==> src/rtl/irpcd_pkg.sv <==
// Types and constants of the IR pulse command decoder.
package irpcd_pkg;

  // Configuration register indexes
  localparam logic [2:0] REG_START_MIN  = 3'd0;
  localparam logic [2:0] REG_START_MAX  = 3'd1;
  localparam logic [2:0] REG_ONE_MIN    = 3'd2;
  localparam logic [2:0] REG_ONE_MAX    = 3'd3;
  localparam logic [2:0] REG_ZERO_MIN   = 3'd4;
  localparam logic [2:0] REG_ZERO_MAX   = 3'd5;
  localparam logic [2:0] REG_DIR_CODES  = 3'd6;
  localparam logic [2:0] REG_TOGGLE     = 3'd7;

  // Command kinds
  localparam logic [2:0] KIND_NONE   = 3'd0;
  localparam logic [2:0] KIND_UP     = 3'd1;
  localparam logic [2:0] KIND_DOWN   = 3'd2;
  localparam logic [2:0] KIND_RIGHT  = 3'd3;
  localparam logic [2:0] KIND_LEFT   = 3'd4;
  localparam logic [2:0] KIND_TOGGLE = 3'd5;

  // Cursor limits and reset position
  localparam logic [3:0] X_MAX   = 4'd11;
  localparam logic [2:0] Y_MAX   = 3'd7;
  localparam logic [3:0] X_RESET = 4'd4;
  localparam logic [2:0] Y_RESET = 3'd4;

  // Depth of the code queue between front and back
  localparam int QUEUE_DEPTH = 4;

  // Widest code the matcher compares
  localparam int MATCH_W = 32;

  // Output payload width, padded to whole bytes
  localparam int TDATA_W = 32;

  // Pulse classification windows
  typedef struct packed {
    logic [15:0] start_min;
    logic [15:0] start_max;
    logic [15:0] one_min;
    logic [15:0] one_max;
    logic [15:0] zero_min;
    logic [15:0] zero_max;
  } win_cfg_t;

  // Command codes to match against
  typedef struct packed {
    logic [15:0] up;
    logic [15:0] down;
    logic [15:0] right;
    logic [15:0] left;
    logic [15:0] toggle;
  } match_cfg_t;

endpackage

==> src/rtl/irpcd_front.sv <==
// Front end: classifies pulse widths and assembles codes.
module irpcd_front #(
  parameter int CODE_BITS = 16
) (
  input  logic                       clk,
  input  logic                       rst,
  input  irpcd_pkg::win_cfg_t        win,
  input  logic                       accept,
  input  logic [15:0]                pulse_ticks,
  output logic                       push,
  output logic [CODE_BITS-1:0]       push_code
);

  localparam int CNT_W = $clog2(CODE_BITS);

  logic                 collecting;
  logic [CNT_W-1:0]     bit_count;
  logic [CODE_BITS-1:0] code_shift;
  logic                 is_start;
  logic                 is_one;
  logic                 is_zero;
  logic                 last_bit;

  // Strict window compares
  assign is_start = (pulse_ticks > win.start_min) && (pulse_ticks < win.start_max);
  assign is_one   = (pulse_ticks > win.one_min) && (pulse_ticks < win.one_max);
  assign is_zero  = (pulse_ticks > win.zero_min) && (pulse_ticks < win.zero_max);
  assign last_bit = (bit_count == CNT_W'(CODE_BITS - 1));

  // Completed code goes to the queue
  assign push      = accept && !is_start && (is_one || is_zero) && collecting && last_bit;
  assign push_code = {code_shift[CODE_BITS-2:0], is_one};

  // Collection state
  always_ff @(posedge clk) begin
    if (rst) begin
      collecting <= 1'b0;
      bit_count  <= '0;
      code_shift <= '0;
    end else if (accept) begin
      priority if (is_start) begin
        collecting <= 1'b1;
        bit_count  <= '0;
        code_shift <= '0;
      end else if (is_one || is_zero) begin
        if (collecting) begin
          if (last_bit) begin
            collecting <= 1'b0;
            bit_count  <= '0;
            code_shift <= '0;
          end else begin
            bit_count  <= bit_count + 1'b1;
            code_shift <= {code_shift[CODE_BITS-2:0], is_one};
          end
        end
      end else begin
        collecting <= 1'b0;
        bit_count  <= '0;
        code_shift <= '0;
      end
    end
  end

endmodule

==> src/rtl/irpcd_fifo.sv <==
// Short queue of completed codes between front and back.
module irpcd_fifo #(
  parameter int WIDTH = 16,
  parameter int DEPTH = 4
) (
  input  logic             clk,
  input  logic             rst,
  input  logic             push,
  input  logic [WIDTH-1:0] push_data,
  input  logic             pop,
  output logic [WIDTH-1:0] pop_data,
  output logic             empty,
  output logic             full
);

  localparam int PTR_W = (DEPTH > 1) ? $clog2(DEPTH) : 1;
  localparam int CNT_W = $clog2(DEPTH + 1);

  logic [WIDTH-1:0] mem [DEPTH];
  logic [PTR_W-1:0] wr_ptr;
  logic [PTR_W-1:0] rd_ptr;
  logic [CNT_W-1:0] count;
  logic             do_push;
  logic             do_pop;

  assign empty    = (count == '0);
  assign full     = (count == CNT_W'(DEPTH));
  assign do_push  = push && !full;
  assign do_pop   = pop && !empty;
  assign pop_data = mem[rd_ptr];

  // Storage
  always_ff @(posedge clk) begin
    if (do_push) begin
      mem[wr_ptr] <= push_data;
    end
  end

  // Pointers and fill count
  always_ff @(posedge clk) begin
    if (rst) begin
      wr_ptr <= '0;
      rd_ptr <= '0;
      count  <= '0;
    end else begin
      if (do_push) begin
        wr_ptr <= (wr_ptr == PTR_W'(DEPTH - 1)) ? '0 : wr_ptr + 1'b1;
      end
      if (do_pop) begin
        rd_ptr <= (rd_ptr == PTR_W'(DEPTH - 1)) ? '0 : rd_ptr + 1'b1;
      end
      if (do_push && !do_pop) begin
        count <= count + 1'b1;
      end else if (do_pop && !do_push) begin
        count <= count - 1'b1;
      end
    end
  end

endmodule

==> src/rtl/irpcd_back.sv <==
// Back end: matches codes, moves the cursor and holds the result register.
module irpcd_back #(
  parameter int CODE_BITS = 16
) (
  input  logic                               clk,
  input  logic                               rst,
  input  irpcd_pkg::match_cfg_t              codes,
  input  logic                               code_valid,
  input  logic [CODE_BITS-1:0]               code,
  output logic                               code_pop,
  output logic                               m_tvalid,
  input  logic                               m_tready,
  output logic [irpcd_pkg::TDATA_W-1:0]      m_tdata
);

  logic [irpcd_pkg::MATCH_W-1:0] code_wide;
  logic [2:0]  kind;
  logic [3:0]  pos_x;
  logic [2:0]  pos_y;
  logic        color_flag;
  logic [3:0]  pos_x_next;
  logic [2:0]  pos_y_next;
  logic        color_flag_next;
  logic [15:0] out_code;
  logic [2:0]  out_kind;

  assign code_wide = irpcd_pkg::MATCH_W'(code);
  assign code_pop  = code_valid && (!m_tvalid || m_tready);

  // Priority match and cursor update
  always_comb begin
    kind            = irpcd_pkg::KIND_NONE;
    pos_x_next      = pos_x;
    pos_y_next      = pos_y;
    color_flag_next = color_flag;
    priority if (code_wide == irpcd_pkg::MATCH_W'(codes.up)) begin
      kind = irpcd_pkg::KIND_UP;
      if (pos_y != 3'd0) pos_y_next = pos_y - 3'd1;
    end else if (code_wide == irpcd_pkg::MATCH_W'(codes.down)) begin
      kind = irpcd_pkg::KIND_DOWN;
      if (pos_y < irpcd_pkg::Y_MAX) pos_y_next = pos_y + 3'd1;
    end else if (code_wide == irpcd_pkg::MATCH_W'(codes.right)) begin
      kind = irpcd_pkg::KIND_RIGHT;
      if (pos_x < irpcd_pkg::X_MAX) pos_x_next = pos_x + 4'd1;
    end else if (code_wide == irpcd_pkg::MATCH_W'(codes.left)) begin
      kind = irpcd_pkg::KIND_LEFT;
      if (pos_x != 4'd0) pos_x_next = pos_x - 4'd1;
    end else if (code_wide == irpcd_pkg::MATCH_W'(codes.toggle)) begin
      kind            = irpcd_pkg::KIND_TOGGLE;
      color_flag_next = ~color_flag;
    end else begin
      kind = irpcd_pkg::KIND_NONE;
    end
  end

  // Cursor state and output valid
  always_ff @(posedge clk) begin
    if (rst) begin
      pos_x      <= irpcd_pkg::X_RESET;
      pos_y      <= irpcd_pkg::Y_RESET;
      color_flag <= 1'b1;
      m_tvalid   <= 1'b0;
    end else begin
      if (code_pop) begin
        pos_x      <= pos_x_next;
        pos_y      <= pos_y_next;
        color_flag <= color_flag_next;
        m_tvalid   <= 1'b1;
      end else if (m_tready) begin
        m_tvalid <= 1'b0;
      end
    end
  end

  // Result payload
  always_ff @(posedge clk) begin
    if (code_pop) begin
      out_code <= code_wide[15:0];
      out_kind <= kind;
    end
  end

  assign m_tdata = {5'd0, color_flag, pos_y, pos_x, out_kind, out_code};

endmodule

==> src/rtl/ir_pulse_command_decoder.sv <==
// Top level of the IR pulse command decoder.
//
//   channel | handshake                  | payload
//   s_      | s_tvalid / s_tready        | s_tdata: pulse_ticks
//   m_      | m_tvalid / m_tready        | m_tdata: code, kind, x, y, color
//   cfg_    | cfg_valid / cfg_ready      | cfg_index, cfg_data
//
// One pulse per cycle is taken; s_tready drops only while the 4-entry code
// queue between the two ends is full. A completed code is pushed into it,
// popped by the back end and latched onto m_tdata. The front end holds the
// collection state, the back end the cursor. Reset clears all windows and
// codes, sets the cursor to (4,4) and color on. cfg_ready is always high.
module ir_pulse_command_decoder #(
  parameter int CODE_BITS = 16
) (
  input  logic        clk,
  input  logic        rst,
  // pulse_ticks [15:0]
  input  logic        s_tvalid,
  output logic        s_tready,
  input  logic [15:0] s_tdata,
  // command_code [15:0], command_kind [18:16], cursor_x [22:19],
  // cursor_y [25:23], color_on [26], zero [31:27]
  output logic        m_tvalid,
  input  logic        m_tready,
  output logic [31:0] m_tdata,
  input  logic        cfg_valid,
  output logic        cfg_ready,
  input  logic [2:0]  cfg_index,
  input  logic [63:0] cfg_data
);

  irpcd_pkg::win_cfg_t   win;
  irpcd_pkg::match_cfg_t codes;
  logic                  accept;
  logic                  push;
  logic [CODE_BITS-1:0]  push_code;
  logic                  pop;
  logic [CODE_BITS-1:0]  pop_code;
  logic                  q_empty;
  logic                  q_full;

  assign cfg_ready = 1'b1;
  assign s_tready  = !q_full;
  assign accept    = s_tvalid && s_tready;

  // Configuration registers
  always_ff @(posedge clk) begin
    if (rst) begin
      win   <= '0;
      codes <= '0;
    end else if (cfg_valid && cfg_ready) begin
      unique case (cfg_index)
        irpcd_pkg::REG_START_MIN: win.start_min <= cfg_data[15:0];
        irpcd_pkg::REG_START_MAX: win.start_max <= cfg_data[15:0];
        irpcd_pkg::REG_ONE_MIN:   win.one_min   <= cfg_data[15:0];
        irpcd_pkg::REG_ONE_MAX:   win.one_max   <= cfg_data[15:0];
        irpcd_pkg::REG_ZERO_MIN:  win.zero_min  <= cfg_data[15:0];
        irpcd_pkg::REG_ZERO_MAX:  win.zero_max  <= cfg_data[15:0];
        irpcd_pkg::REG_DIR_CODES: begin
          codes.up    <= cfg_data[15:0];
          codes.down  <= cfg_data[31:16];
          codes.right <= cfg_data[47:32];
          codes.left  <= cfg_data[63:48];
        end
        irpcd_pkg::REG_TOGGLE:    codes.toggle  <= cfg_data[15:0];
        default: ;
      endcase
    end
  end

  irpcd_front #(
    .CODE_BITS(CODE_BITS)
  ) u_front (
    .clk        (clk),
    .rst        (rst),
    .win        (win),
    .accept     (accept),
    .pulse_ticks(s_tdata),
    .push       (push),
    .push_code  (push_code)
  );

  irpcd_fifo #(
    .WIDTH(CODE_BITS),
    .DEPTH(irpcd_pkg::QUEUE_DEPTH)
  ) u_fifo (
    .clk      (clk),
    .rst      (rst),
    .push     (push),
    .push_data(push_code),
    .pop      (pop),
    .pop_data (pop_code),
    .empty    (q_empty),
    .full     (q_full)
  );

  irpcd_back #(
    .CODE_BITS(CODE_BITS)
  ) u_back (
    .clk       (clk),
    .rst       (rst),
    .codes     (codes),
    .code_valid(!q_empty),
    .code      (pop_code),
    .code_pop  (pop),
    .m_tvalid  (m_tvalid),
    .m_tready  (m_tready),
    .m_tdata   (m_tdata)
  );

endmodule

==> config.mk <==
export PLATFORM = sky130hd
export DESIGN_NAME = ir_pulse_command_decoder
export DESIGN_NICKNAME = d
export VERILOG_FILES = /design/src/rtl/irpcd_pkg.sv /design/src/rtl/irpcd_front.sv /design/src/rtl/irpcd_fifo.sv /design/src/rtl/irpcd_back.sv /design/src/rtl/ir_pulse_command_decoder.sv
export SDC_FILE = /design/constraint.sdc
export NUM_CORES = 1
export LEC_CHECK = 0
export ABC_AREA = 1
export BUFFER_PORTS_ARGS = -buffer_cell sky130_fd_sc_hd__buf_2
export CAP_MARGIN = 15
export CORE_ASPECT_RATIO = 0.6
export CORE_UTILIZATION = 30
export CTS_CLUSTER_DIAMETER = 30
export DETAILED_ROUTE_END_ITERATION = 8
export HOLD_SLACK_MARGIN = 0.02
export PLACE_DENSITY_LB_ADDON = 0.2
export SLEW_MARGIN = 10
export SYNTH_ARGS = -nofsm -noshare
export SYNTH_HDL_FRONTEND = slang
export SYNTH_SLANG_ARGS = --single-unit
==> constraint.sdc <==
create_clock -name clk -period 2.4 [get_ports clk]
set_input_delay 0 -clock clk [delete_from_list [all_inputs] [get_ports clk]]
set_output_delay 0 -clock clk [all_outputs]
set_load 0.05 [all_outputs]
==> flow_summary.toml <==
[drt]
ant_nets = 0
drc_errors = 0
num_vias = 13882
drtPass1Iterations = 6
viasPerCell = 4.66
finalWirelength_mm = 50.8
drtIter0Drc = 1008
post_drt_wl_per_cell_microns = 17.0

[synth]
synth_edf_count = 83
yosys.area.top_type = "dfxtp_1"
syn-cell-area_sq_mm = 0.0150
synth_area_leaders = "dfxtp_1 (29%), edfxtp_1 (17%), nand2_1 (8.7%), ha_1 (8.5%), a21oi_1 (6.8%)"
synth_cell_types = 48
syn-instance-count = 1844
syn_area_per_cell_sq_um = 8.13
post-synth-top-area-fraction_pct = 28.6
yosysSeqAreaShare_pct = 45.2
async_flop_share_pct = 0
synth_ff_type = "dfxtp_1"
ys_ff_latch = 297
synth.yosys.warnings = 0

[sta]
tightestPinTransition_ps = 847
setup_viol = 77
period_share_pct = 115
worst_slack_ps = -349
finalHoldViolations = 0
grt_setup_unrepaired = "yes"
period_needed_ps = 2750
fin_skew_ps = 26.1
fmax_mhz = 364
max_slew_margin_pct = 43.5
finalMaxSlewViolations = 0

[placed_design]
hpwl_mm = 34.9
pre_cts_ws_ps = -488
gp_congestion = 0.845
dp.cells = 2727
port-buffer-count = 116

[critical_path]
worstReg2RegStart = "win[29]$_SDFFE_PP0P_"
slowest_stage = "fa_2"
path_delay_family = "adder cells"
cp-end-kind = "register"
crit_end = "u_fifo.count[2]$_SDFFE_PP0P_"
cp.required_ps = 2860
r2r-end = "u_fifo.count[2]$_SDFFE_PP0P_"
r2r_cells = 18
cp_num_buf_inv = 4
cpPeakStageDelay_ps = 360
cp-start-kind = "register"
crit_type = "reg -> reg"
ff2ff_setup_slack_ps = -350
cp_max_fo = 3
crit_cells = 18
crit_path_cell_trace = "inv_1, ha_1, a21oi_1, o21ai_0, nor2_1, buf_4, nand2_1, nand3_2, nand2_2, nand4_1, inv_2, ha_4, inv_2, fa_2, a21oi_2, o21ai_1, o21ai_1, a21oi_1"
arrival_ps = 3210
critPathLaunch = "win[29]$_SDFFE_PP0P_"

[cts]
cts.path.max_buffers = 3
cts.sinks = 297
cts-root-buf = "clkbuf_16"
cts_made_buffers = 67
clkLatencyLatePin_ps = 580
cts_tree = "done"
clk_pin_slew_worst_paths_ps = 50
ctsHtreeMaxLevel = 3

[power]
total_power_uw = 21900
leakage_uw = 0.00968
peakVddDrop_uv = 538
cellPowerDensity_mw_per_mm2 = 970

[layout]
multiInputGateArea_sq_mm = 0.00809
final_net_count = 2471
finish.utilization_pct = 45.7
fill_cells = 4756
regArea_sq_mm = 0.00679
insertedDiodeCount = 0
area_growth_pct = 50.3
drive_gt1_share_pct = 32.3
fin_cells = 2981

[global_routing]
grt_max_degree = 62
grt_pass1_wl_mm = 75.9
antenna_found_initial = 0
grt-ovfl-total = 0
grt_use_total_pct = 19.5
grt_pass1_vias = 13220

[floorplan]
dieArea_sq_mm = 0.0509
die_y_microns = 175
die-width_microns = 291
ios = 123
core_region_area_sq_mm = 0.0493
row_count = 63
start_util_pct = 30.4

[status]
violations = "negative setup slack"
status = "complete, but fails checks"

[run]
maxCapViolations = 0

[min_path]
hold_path.class = "in -> reg"
==> synth_stat cells (2+ instances only) <==
cell / count
xor2_1: 12
o21ai_1: 3
nand3_1: 59
a31oi_1: 2
conb_1: 2
nor3_1: 6
nand3b_1: 31
buf_1: 3
nand2_1: 346
buf_4: 7
clkbuf_1: 54
dfxtp_1: 214
nand2_4: 10
nand4_1: 16
nand3_2: 21
buf_2: 2
nor2_4: 2
nor2_2: 6
clkinv_1: 2
inv_1: 215
nand2_2: 15
o21a_1: 4
ha_1: 102
fa_1: 3
xnor2_1: 2
o21bai_1: 2
inv_2: 5
nor2_1: 174
buf_6: 9
nand3_4: 10
a21oi_1: 205
o21ai_0: 198
edfxtp_1: 83
a211oi_1: 3
o22ai_1: 3
==> where the power goes <==
group	switching [uW]	leakage, uW	total (uW)	internal [uW]
Combinational	4040	0.00598	6670	2630
Clock	3060	0.00112	9430	6380
Sequential	175	0.00258	5760	5580
==> how the worst min path moves through the flow <==
stage                             from                endpoint  slack [ps]  cells after the start
after floorplan           cfg_data[12]  codes[12]$_SDFFE_PP0P_         130                      2
after global placement    cfg_data[39]  codes[39]$_SDFFE_PP0P_         230                      3
after detailed placement  cfg_data[45]  codes[45]$_SDFFE_PP0P_         230                      3
after CTS                 cfg_data[33]  codes[33]$_SDFFE_PP0P_         160                      4
after global routing      cfg_data[42]  codes[42]$_SDFFE_PP0P_         210                      4
final                     cfg_data[42]  codes[42]$_SDFFE_PP0P_         200                      4
==> cell families (layout without fill, tap and decap cells) <==
kind of cell    Yosys count  in the layout  synth area share [%]
buf+inv                 300            783                  8.35
other cells               2              6                0.0501
flops                   297            297                  45.2
xor+xnor                 15             15                 0.969
compound gates          425            425                  14.5
fa+ha+maj               105            105                  8.92
simple gates            700            700                  22.0
==> metrics by stage <==
stage               TNS, ps  cell area, sq um  hold slack [ps]
detailed placement   -16160             17700              234
global placement     -15340             17700              229
floorplan             -5040             15100              135
CTS                   -9040             21900              163
finish               -13830             22500              203
global route         -23590             22500              207
==> worst register-to-register path: cells and delay by family, from the launching register on <==
kind / cells / cell delay, ps
adders and majority gates: 3 / 810
AOI/OAI and AO/OA: 6 / 650
buffers and inverters: 4 / 360
and+or+nand+nor: 5 / 500
DFF: 1 / 310
==> registers in the layout, summed over array words and instances (netlist names), 3 cells and up, named ones only <==
register	cells
win	96
u_front.code_shift	15
u_front.bit_count	4
codes	80
u_fifo.mem	64
u_back.out_kind	3
u_fifo.count	3
u_back.pos_y	3
u_back.pos_x	4
u_back.out_code	16
==> layout make-up <==
type                       instances  share of cell area [%]
multi-input combinational       1251                    35.9
sequential                       297                    30.2
timing repair buffer             436                    16.0
clock buffer                      85                    8.10
inverter                         224                    3.87
tap                              650                    3.61
clock inverter                    37                    2.30
timing repair inverter             1                  0.0722
==> layer usage <==
metal  vias up  part of all wire [%]  global-route usage, %
met5         -                     0                      0
li1       6997                     -                      -
met4         0                   1.7                   5.67
met2       273                    42                   28.4
met3        68                   4.8                   3.63
met1      6544                    51                   29.0
==> repair_timing <==
item,in CTS,in global routing
pin swaps,81,113
endpoints found under the setup margin,95,98
hold buffers,78,0
hold endpoints to repair,197,0
gates cloned,5,2
buffers inserted,38,21
gates resized for setup,192,144
==> placed cells by master, fill, tap and decap left out, drive strengths merged, types with 87 or more instances in the layout <==
cell type  instances
dfxtp            214
nor2             182
buf              356
a21oi            206
nand3             90
ha               102
clkbuf            87
o21ai            201
inv              225
nand2            371
No activity file was read; power rests on OpenSTA's default activity.
